===== config.mk =====
export PLATFORM = sky130hd
export DESIGN_NAME = ffri_ctrl
export DESIGN_NICKNAME = d
export VERILOG_FILES = /design/src/rtl/core/ffri_pkg.sv /design/src/rtl/core/ffri_ctrl.sv
export SDC_FILE = /design/constraint.sdc
export NUM_CORES = 1
export LEC_CHECK = 0
export BUFFER_PORTS_ARGS = -buffer_cell sky130_fd_sc_hd__buf_2
export CAP_MARGIN = 20
export CORE_AREA = 2 2 39 41
export DETAILED_ROUTE_END_ITERATION = 8
export DIE_AREA = 0 0 41 43
export PLACE_DENSITY = 0.7
export SLEW_MARGIN = 20
export SYNTH_ARGS = -nofsm -noshare
export SYNTH_HDL_FRONTEND = slang
export SYNTH_SLANG_ARGS = --single-unit

===== constraint.sdc =====
create_clock -name clk_i -period 2.91 [get_ports clk_i]
set_input_delay 0.4365 -clock clk_i [delete_from_list [all_inputs] [get_ports clk_i]]
set_output_delay 0.4365 -clock clk_i [all_outputs]
set_load 0.1 [all_outputs]

===== src/rtl/core/ffri_pkg.sv =====
// Shared constants, types and codes of the frame flip / rotate / invert block.
package ffri_pkg;

  // Largest source frame and the byte store that holds it.
  localparam int MAX_WIDTH   = 256;
  localparam int MAX_HEIGHT  = 256;
  localparam int PIX_BYTES   = 3;
  localparam int MAX_DIM     = (MAX_WIDTH > MAX_HEIGHT) ? MAX_WIDTH : MAX_HEIGHT;
  localparam int STORE_DEPTH = MAX_WIDTH * MAX_HEIGHT * PIX_BYTES;

  // Field widths fixed by the register map and the item format.
  localparam int MODE_W     = 3;
  localparam int CFG_DIM_W  = 9;
  localparam int BYTE_W     = 8;
  localparam int CFG_IDX_W  = 2;
  localparam int CFG_DATA_W = CFG_DIM_W;

  // Internal widths derived from the frame limits.
  localparam int DIM_BITS = $clog2(MAX_DIM + 1);
  localparam int DIM_W    = (DIM_BITS > CFG_DIM_W) ? DIM_BITS : CFG_DIM_W;
  localparam int COORD_W  = (MAX_DIM > 1) ? $clog2(MAX_DIM) : 1;
  localparam int PIX_CNT  = MAX_WIDTH * MAX_HEIGHT;
  localparam int PIX_W    = (PIX_CNT > 1) ? $clog2(PIX_CNT) : 1;
  localparam int ADDR_W   = $clog2(STORE_DEPTH);
  localparam int CNT_W    = $clog2(STORE_DEPTH + 1);
  localparam int CHAN_W   = 2;

  // Register reset values.
  localparam int RST_WIDTH  = 256;
  localparam int RST_HEIGHT = 256;

  typedef enum logic [CFG_IDX_W-1:0] {
    REG_MODE   = 2'd0,
    REG_WIDTH  = 2'd1,
    REG_HEIGHT = 2'd2,
    REG_COLOR  = 2'd3
  } reg_idx_e;

  typedef enum logic [MODE_W-1:0] {
    MODE_INVERT  = 3'd0,
    MODE_MIRROR  = 3'd1,
    MODE_FLIP    = 3'd2,
    MODE_ROT_CW  = 3'd3,
    MODE_ROT_CCW = 3'd4
  } mode_e;

  localparam logic KIND_LOAD  = 1'b0;
  localparam logic KIND_FETCH = 1'b1;

  // Commands from the sequencer to the datapath.
  typedef struct packed {
    logic capture;  // latch the input byte of a transfer
    logic area;     // register width times height
    logic store;    // write one source byte, advance the load count
    logic pos;      // map the readout position to source coordinates
    logic mul;      // source row times width
    logic addr;     // finish the byte address
    logic read;     // read the frame store
    logic result;   // load the output register
  } ffri_cmd_t;

  // Status from the datapath to the sequencer.
  typedef struct packed {
    logic readout;  // frame complete, fetches are served
    logic out_free; // output register may be loaded this cycle
  } ffri_sts_t;

endpackage


===== src/rtl/core/ffri_ctrl.sv =====
// Sequencer of the frame block: steps each load or fetch through the datapath.
module ffri_ctrl (
  input  logic               clk_i,
  input  logic               rst_ni,
  input  logic               in_valid_i,
  input  logic               in_kind_i,
  output logic               in_ready_o,
  input  ffri_pkg::ffri_sts_t sts_i,
  output ffri_pkg::ffri_cmd_t cmd_o
);
  import ffri_pkg::*;

  typedef enum logic [7:0] {
    S_IDLE   = 8'b0000_0001,
    S_AREA   = 8'b0000_0010,
    S_STORE  = 8'b0000_0100,
    S_POS    = 8'b0000_1000,
    S_MUL    = 8'b0001_0000,
    S_ADDR   = 8'b0010_0000,
    S_READ   = 8'b0100_0000,
    S_RESULT = 8'b1000_0000
  } state_e;

  state_e state_q, state_d;

  always_comb begin
    state_d = state_q;
    unique case (state_q)
      S_IDLE: begin
        // Loads during readout and fetches during loading are dropped here.
        if (in_valid_i) begin
          if (!sts_i.readout && in_kind_i == KIND_LOAD) begin
            state_d = S_AREA;
          end else if (sts_i.readout && in_kind_i == KIND_FETCH) begin
            state_d = S_POS;
          end
        end
      end
      S_AREA:   state_d = S_STORE;
      S_STORE:  state_d = S_IDLE;
      S_POS:    state_d = S_MUL;
      S_MUL:    state_d = S_ADDR;
      S_ADDR:   state_d = S_READ;
      S_READ:   state_d = S_RESULT;
      S_RESULT: begin
        if (sts_i.out_free) begin
          state_d = S_IDLE;
        end
      end
      default:  state_d = S_IDLE;
    endcase
  end

  always_ff @(posedge clk_i or negedge rst_ni) begin
    if (!rst_ni) begin
      state_q <= S_IDLE;
    end else begin
      state_q <= state_d;
    end
  end

  assign in_ready_o     = (state_q == S_IDLE);
  assign cmd_o.capture  = (state_q == S_IDLE) && in_valid_i;
  assign cmd_o.area     = (state_q == S_AREA);
  assign cmd_o.store    = (state_q == S_STORE);
  assign cmd_o.pos      = (state_q == S_POS);
  assign cmd_o.mul      = (state_q == S_MUL);
  assign cmd_o.addr     = (state_q == S_ADDR);
  assign cmd_o.read     = (state_q == S_READ);
  assign cmd_o.result   = (state_q == S_RESULT) && sts_i.out_free;

endmodule


**Yosys cells after proc, flatten, opt, wreduce, memory -nomap -nowiden**

Index checks and enable logic that the tools add are counted.

- Register bits after elaboration: 8
- Latch bits: 0
- Memory bits (writable): 0
- ROM bits: 0
- Bits of input ports: 6
- Output and inout port bits: 9
- Logic and storage cells: 24
- Memories: 0

- Add/sub/neg operators: 0
- $mul: 0
- Div/mod/pow operators: 0
- Order comparisons: 0
- Equality and inequality tests: 11
- Shifts and indexed selects: 0
- Muxes and demuxes: 5
- Bitwise gates (word level): 1
- Reduce and logical (&&, ||, !) cells: 6

Operator list:

| operator | count |
|---|---|
| $pmux 8 s7 | 1 |
| $mux 8 | 4 |
| $eq 8x1->1 const B | 1 |
| $eq 8x2->1 const B | 1 |
| $eq 8x3->1 const B | 1 |
| $eq 8x4->1 const B | 1 |
| $eq 8x5->1 const B | 1 |
| $eq 8x6->1 const B | 1 |
| $eq 8x7->1 const B | 1 |
| $eq 8x8->1 const B | 1 |
| $logic_and 1x1->1 | 4 |
| $ne 2x2->1 const B | 2 |
| $ne 3x1->1 const B | 1 |
| $reduce_and 3->1 | 1 |
| $logic_not 1->1 | 1 |
| $not 1->1 | 1 |

**Longest topological paths before layout**

Gate-level depths: netlist of the first run.

- Depth after elaboration: 5
- Gate-level depth with buffers: 6
- Depth with buffers taken out: 5

**Worst setup path after synthesis of the first run**

OpenSTA, ideal clock, no wires.

- Path type: register to output
- Start point: register state_q[6]
- End point: output cmd_o[2] (netlist bit)
- Arrival time: 4.305 ns
- Required time: 2.474 ns
- Path slack: -1.832 ns
- Stages on the path, launching flop included: 6
- Path buffers: 2
- Cell sequence: dfrtp_1 > clkbuf_2 > nor2_1 > or4b_1 > clkbuf_1 > nor4b_1

RTL lines:

| element | RTL line | RTL |
|---|---|---|
| start: declaration | ffri_ctrl.sv:24 | `state_e state_q, state_d;` |
| start signal: assignment | ffri_ctrl.sv:58 | `state_q <= state_d;` |
| end: declaration | ffri_ctrl.sv:9 | `output ffri_pkg::ffri_cmd_t cmd_o` |

==> out/summary.txt, run 1 <==
Final-layout setup total negative slack - 0 ns
Buffer type at the clock tree root - sky130_fd_sc_hd__clkbuf_4
Setup Slack @ Placement - 0.3956 ns
Cell count after placement - 81
Die X-Extent - 41 um
Net count reported at finish - 76
Std-Cell Core Area - 0.001384 mm2
Flip-flop count of the largest register after layout - 8
Reported leakage power - 0.2759 nW
Total of flip-flops plus latches after synthesis - 8
Critical path, cell by cell - or3_4 > or4_4 > nor4b_4 > buf_2
Length of the first detailed-routing pass in iterations - 4
Clock buffer count from CTS - 3
Register area share after synthesis - 38.80%
Detailed Place HPWL - 786.6 um
Worst ir drop on vdd - 0.4786 mV
CTS sink cnt - 8
Per-cell via count in the routed design - 5.365
Routability-driven placement congestion ratio - 0.7143
Number of standard cells after synthesis - 57
Final Cell Area - 629.4 um2
Worst max-slew margin expressed relative to the limit - 67.61%
Setup repair after global routing missed its margin - no
Number of synthesized flops with an enable pin - 0
Std-Cell Rows - 14
Post-layout util - 45.48%
Post_cts resized - 0
Gr ovfl total - 0
Maximum clock rate - 0.3602 GHz
Cell taking the most area after synthesis - sky130_fd_sc_hd__dfrtp_1
Mean post-synth cell area - 9.110 um2
Main area contributors after synthesis - sky130_fd_sc_hd__dfrtp_1 (34%), sky130_fd_sc_hd__nor4b_1 (8.4%), sky130_fd_sc_hd__nor4_1 (6.0%), sky130_fd_sc_hd__dfstp_2 (5.1%), sky130_fd_sc_hd__buf_6 (4.3%)
Post-CTS clock slew at the launch and capture registers of the worst setup and hold paths - 0.05 ns
Remaining DRCs - 0
Routed vias - 456
Capture point of the worst reg-to-reg path - state_q[0]
Clock buffer depth - 2
Net Count, Synth - 63
Post-Route Skew - 0.001951 ns
All-Layer GR Usage - 14.80%
Per-cell routed wire length - 11.71 um
Biggest registers after layout - state_q: 8 flops
Reg2reg setup slack - 1.18 ns
Max cap viols - 0
Initial cell density of the core - 37.52%
Most frequent cell after synthesis - sky130_fd_sc_hd__dfrtp_1
Clock tree from TritonCTS - yes
Fin. Hold Viols - 0
Area enclosed by the die boundary - 0.001763 mm2
Largest incremental delay on the critical path - 0.48 ns
Power density over the cells - 834.1 mW/mm2
CP max stage cell - sky130_fd_sc_hd__dfrtp_1
Number of standard cells in the layout, taps in and fillers out - 85
Origin of the critical flop-to-flop path - state_q[4]
Reg2Reg Depth - 5
Outcome - finished, final reports clean
Post-CTS setup buffers - 0
Minimum hold slack - 0.01613 ns
Largest net degree at the start of global routing - 12
Warning count from the yosys run - 0
Wire length after detailed routing - 995 um
Max-slew violations - 0
Post-layout min period - 2.776 ns
Vias in the first global route - 407
CP endpoint kind - output pin
Source of the critical timing path - state_q[4]
Critical path class - register to output pin
Ranking of synthesized cells by instance count - sky130_fd_sc_hd__dfrtp_1 (7), sky130_fd_sc_hd__nor2_1 (6), sky130_fd_sc_hd__nand2_1 (5), sky130_fd_sc_hd__nor4_1 (5), sky130_fd_sc_hd__nor4b_1 (5)
Hold Crit Class - input port to async pin
Async set-reset flop share out of synthesis - 100.0%
Flip-flop cell with the highest count after synthesis - sky130_fd_sc_hd__dfrtp_1
Total Power Consumption - 524.9 uW
Post-CTS Hold Buffers - 0
Number of primary I/O pins - 15
Data arrival time of the critical path - 2.34 ns
H-tree depth - 1
Endpoints failing setup - 0
Syn-to-layout area delta - 21.20%
Setup crit start kind - register
Area of placed instances - 603.1 um2
Skew-Pair Late Insertion Delay - 0.25 ns
Number of port buffers - 14
Post-route worst setup slack - 0.1341 ns
Syn Std Cell Area - 519.2 um2
Max FO, Critical Path - 10
Global-route wire length before repair - 1704 um
Transition time at the pin with the least slew margin - 0.4893 ns
Layout cell share with drive strength beyond 1 - 36.23%
Capturing instance or port of the critical path - cmd_o[0]
Share of the clock period used by the worst path after layout - 95.39%
Count of distinct cell types in the synthesized netlist - 25
Number of antenna diodes - 0
Required time at the endpoint of the critical path - 2.47 ns
Share of Yosys cell area claimed by the top area cell type - 33.73%
Antenna violations before repair - 0
Number of antenna-violating nets in the routed design - 0
Violation count after the first detailed-route iteration - 4
Register containing the most flip-flops in the final layout - state_q
Overall die height - 43 um
==> worst min path at each step <==
stage / end / slack [ns] / cells after the start
finish: state_q[1] / 0.02 / 1
global route: state_q[3] / 0.01 / 1
CTS: state_q[1] / 0.008 / 1
detailed placement: state_q[7] / 0.28 / 1
global placement: state_q[7] / 0.28 / 1
floorplan: state_q[1] / 0.14 / 0
==> area by class of cell <==
type                    instances  area, um2
multi-input cells              40      300.3
inverters                       3      11.26
clock buffers                   4      26.28
fillers                       143      754.5
flip-flops and latches          8      201.4
well taps                      16      20.02
repair buffers                 14      70.07
==> cells in the final DEF, fill, tap and decap left out, types with 3 or more instances in the layout <==
cell                       count
sky130_fd_sc_hd__buf_2        14
sky130_fd_sc_hd__clkbuf_4      3
sky130_fd_sc_hd__dfrtp_1       7
sky130_fd_sc_hd__inv_1         3
sky130_fd_sc_hd__nand2_1       5
sky130_fd_sc_hd__nor2_1        6
sky130_fd_sc_hd__nor3_1        3
sky130_fd_sc_hd__nor4_1        3
sky130_fd_sc_hd__nor4b_1       3
==> cell families (layout without fill, tap and decap cells) <==
logic type      Yosys count  after routing  synth area share, %
buf+inv                   9             21                9.878
compound gates            6              6                8.195
simple gates             32             32                39.76
xor+xnor                  2              2                3.374
flops                     8              8                38.80
==> routing by layer <==
metal / part of all wire (%) / global-route usage [%]
met2: 50 / 20.00
met3: 3.3 / 1.571
met1: 45 / 20.34
met5: 0 / 0
met4: 1.2 / 12.00
==> worst max-delay path: cells and delay by family (launching register included) <==
family | cells | cell delay [ns]
buf+inv | 1 | 0.46
simple gates | 3 | 1.16
flops | 1 | 0.48
==> power by group <==
part	total [mW]	switching [mW]	internal [mW]
combinational	0.276	0.201	0.0745
sequential	0.163	0.0324	0.130
clock	0.0862	0.0340	0.0522
(Power assumes the default switching activity.)
==> run 2: changes to the inputs <==
--- a/config.mk
+++ b/config.mk
@@ -7,10 +7,9 @@
 export LEC_CHECK = 0
 export BUFFER_PORTS_ARGS = -buffer_cell sky130_fd_sc_hd__buf_2
 export CAP_MARGIN = 20
-export CORE_AREA = 2 2 39 41
+export CORE_UTILIZATION = 40
 export DETAILED_ROUTE_END_ITERATION = 8
-export DIE_AREA = 0 0 41 43
-export PLACE_DENSITY = 0.7
+export PLACE_DENSITY = 0.71
 export SLEW_MARGIN = 20
 export SYNTH_ARGS = -nofsm -noshare
 export SYNTH_HDL_FRONTEND = slang
==> run 2 against run 1 <==
Hold slack lost 0.0015 ns. Count of clock-buffer cells in the layout did not move. Global-route usage grew 3.5 points. Setup slack worse by 0.044 ns. Cell area down 0.40%. Critical path type unchanged. Critical endpoint unchanged.
==> out/summary.txt, run 2 (synthesis gave the netlist of run 1 again) <==
All-Layer GR Usage - 18.34% (+3.5 points)
Commonest cells after routing, fill and taps aside - sky130_fd_sc_hd__buf_2 (14), sky130_fd_sc_hd__dfrtp_1 (7), sky130_fd_sc_hd__nor2_1 (6)
Skew-Pair Late Insertion Delay - 0.24 ns (about the same)
CP max stage cell - sky130_fd_sc_hd__dfrtp_1
Reported leakage power - 0.2759 nW (unchanged)
Hold Crit Class - input port to async pin
Routability-driven placement congestion ratio - 0.7214 (+0.99%)
Syn-to-layout area delta - 20.72%
Number of port buffers - 14 (unchanged)
Post-CTS Hold Buffers - 0 (unchanged)
Biggest registers after layout - state_q: 8 flops
Routed vias - 471 (+3.3%)
Clock tree from TritonCTS - yes
Register containing the most flip-flops in the final layout - state_q
Transition time at the pin with the least slew margin - 0.4816 ns (-0.007697 ns)
Post-layout min period - 2.820 ns (+0.04393 ns)
Endpoints failing setup - 0 (unchanged)
Largest incremental delay on the critical path - 0.48 ns (about the same)
Detailed Place HPWL - 904.3 um (+15%)
Total buffers and inverters traversed by the critical path - 1 (unchanged)
Clock Power Share - 16.1% (-0.3 points)
Origin of the critical flop-to-flop path - state_q[4]
Cell count after placement - 79 (-2.5%)
Post_cts resized - 0 (unchanged)
Total Power Consumption - 525.8 uW (+0.18%)
Reg2Reg Depth - 5 (unchanged)
Critical path class - register to output pin
Flip-flop count of the largest register after layout - 8 (unchanged)
Internal power of the cells - 257.1 uW (about the same)
Critical path, cell by cell - or3_4 > or4_4 > nor4b_4 > buf_2
Clock buffer depth - 2 (unchanged)
Area enclosed by the die boundary - 0.001446 mm2 (-18%)
Power density over the cells - 838.9 mW/mm2 (+0.58%)
Initial cell density of the core - 44.91% (+7.4 points)
Vias in the first global route - 409 (+0.49%)
Number of antenna-violating nets in the routed design - 0 (unchanged)
Sequential group share of total power - 31.2% (+0.2 points)
Number of antenna diodes - 0 (unchanged)
Net count reported at finish - 76 (unchanged)
CP endpoint kind - output pin
Number of standard cells in the layout, taps in and fillers out - 83 (-2.4%)
Worst ir drop on vdd - 0.6149 mV (+28%)
Post-Route Skew - 0.007256 ns (+0.005305 ns)
Antenna violations before repair - 0 (unchanged)
Fill cell count - 112 (-22%)
Fin. Hold Viols - 0 (unchanged)
Std-Cell Core Area - 0.001156 mm2 (-16%)
Layout cell share with drive strength beyond 1 - 36.23% (unchanged)
H-tree depth - 1 (unchanged)
Outcome - finished, final reports clean
Die X-Extent - 38.03 um (-7.2%)
Overall die height - 38.03 um (-12%)
Post-CTS clock slew at the launch and capture registers of the worst setup and hold paths - 0.05 ns (about the same)
Gr ovfl total - 0 (unchanged)
Largest net degree at the start of global routing - 12 (unchanged)
Required time at the endpoint of the critical path - 2.47 ns (about the same)
Setup crit start kind - register
Data arrival time of the critical path - 2.38 ns (+0.04 ns)
Max FO, Critical Path - 10 (unchanged)
Most common cell after layout, fill and taps aside - sky130_fd_sc_hd__buf_2
CTS sink cnt - 8 (unchanged)
Reg2reg setup slack - 1.12 ns (-0.06 ns)
Wire length after detailed routing - 1113 um (+12%)
Power share of the combinational group - 52.8% (+0.2 points)
Per-cell routed wire length - 13.41 um (+15%)
Number of primary I/O pins - 15 (unchanged)
Maximum clock rate - 0.3546 GHz (-1.6%)
Max-slew violations - 0 (unchanged)
Remaining DRCs - 0 (unchanged)
Violation count after the first detailed-route iteration - 15 (+11)
Length of the first detailed-routing pass in iterations - 4 (unchanged)
Net load switching power - 268.8 uW (+0.37%)
Final-layout setup total negative slack - 0 ns (unchanged)
Worst max-slew margin expressed relative to the limit - 67.60% (about the same)
Capture point of the worst reg-to-reg path - state_q[0]
Post-CTS setup buffers - 0 (unchanged)
Clock buffer count from CTS - 3 (unchanged)
Share of the clock period used by the worst path after layout - 96.90% (+1.5 points)
Buffer type at the clock tree root - sky130_fd_sc_hd__clkbuf_4
Global-route wire length before repair - 1773 um (+4.0%)
Crit path max-delay family - simple AND/OR/NAND/NOR gates
Switching Share - 51.11% (+0.10 points)
Minimum hold slack - 0.01460 ns (-0.001531 ns)
Setup repair after global routing missed its margin - no
Max cap viols - 0 (unchanged)
Per-cell via count in the routed design - 5.675 (+5.8%)
Std-Cell Rows - 12 (-2)
run 2: cell counts in the layout (fill, tap and decap cells not counted):
Identical to the previous run, type by type.
run 2: worst max path at each step:
stage / startpoint / end / slack (ns) / depth (start not counted)
floorplan: state_q[6] / cmd_o[2] / -0.47 / 5
global placement: state_q[4] / cmd_o[0] / 0.43 / 4
detailed placement: state_q[4] / cmd_o[0] / 0.36 / 4
CTS: state_q[4] / cmd_o[0] / 0.08 / 4
global route: state_q[4] / cmd_o[0] / 0.03 / 4
finish: state_q[4] / cmd_o[0] / 0.09 / 4
run 2: per-stage QoR:
step           instance area (um2)  worst slack, ns  util, %
6_report                     626.9          0.09016    54.22
5_1_grt                      626.9          0.02843    54.22
3_5_place_dp                 600.6           0.3579    51.95
3_3_place_gp                 600.6           0.4327    51.95
4_1_cts                      626.9          0.08407    54.22
2_1_floorplan                553.0          -0.4718        -
run 2: cell type report:
class,count,area [um2],area share (%)
flip-flops and latches,8,201.4,32.14
inverters,3,11.26,1.796
multi-input cells,40,300.3,47.90
clock buffers,4,26.28,4.192
well taps,14,17.52,2.794
repair buffers,14,70.07,11.18
run 2: metal layers:
metal | vias to the layer above | track usage (%) | routed length (um)
met2 | 16 | 29.66 | 580
li1 | 234 | - | -
met3 | 2 | 1.744 | 34
met1 | 219 | 23.60 | 486
met4 | 0 | 10.71 | 11
met5 | - | 0 | 0
run 2: power by group through the flow:
stage	Combinational [mW]	Sequential, mW	Clock (mW)
2_1_floorplan	0.268	0.137	0
3_3_place_gp	0.275	0.164	0
3_5_place_dp	0.277	0.165	0
4_1_cts	0.279	0.163	0.0884
5_1_grt	0.296	0.168	0.0956
6_report	0.278	0.164	0.0845
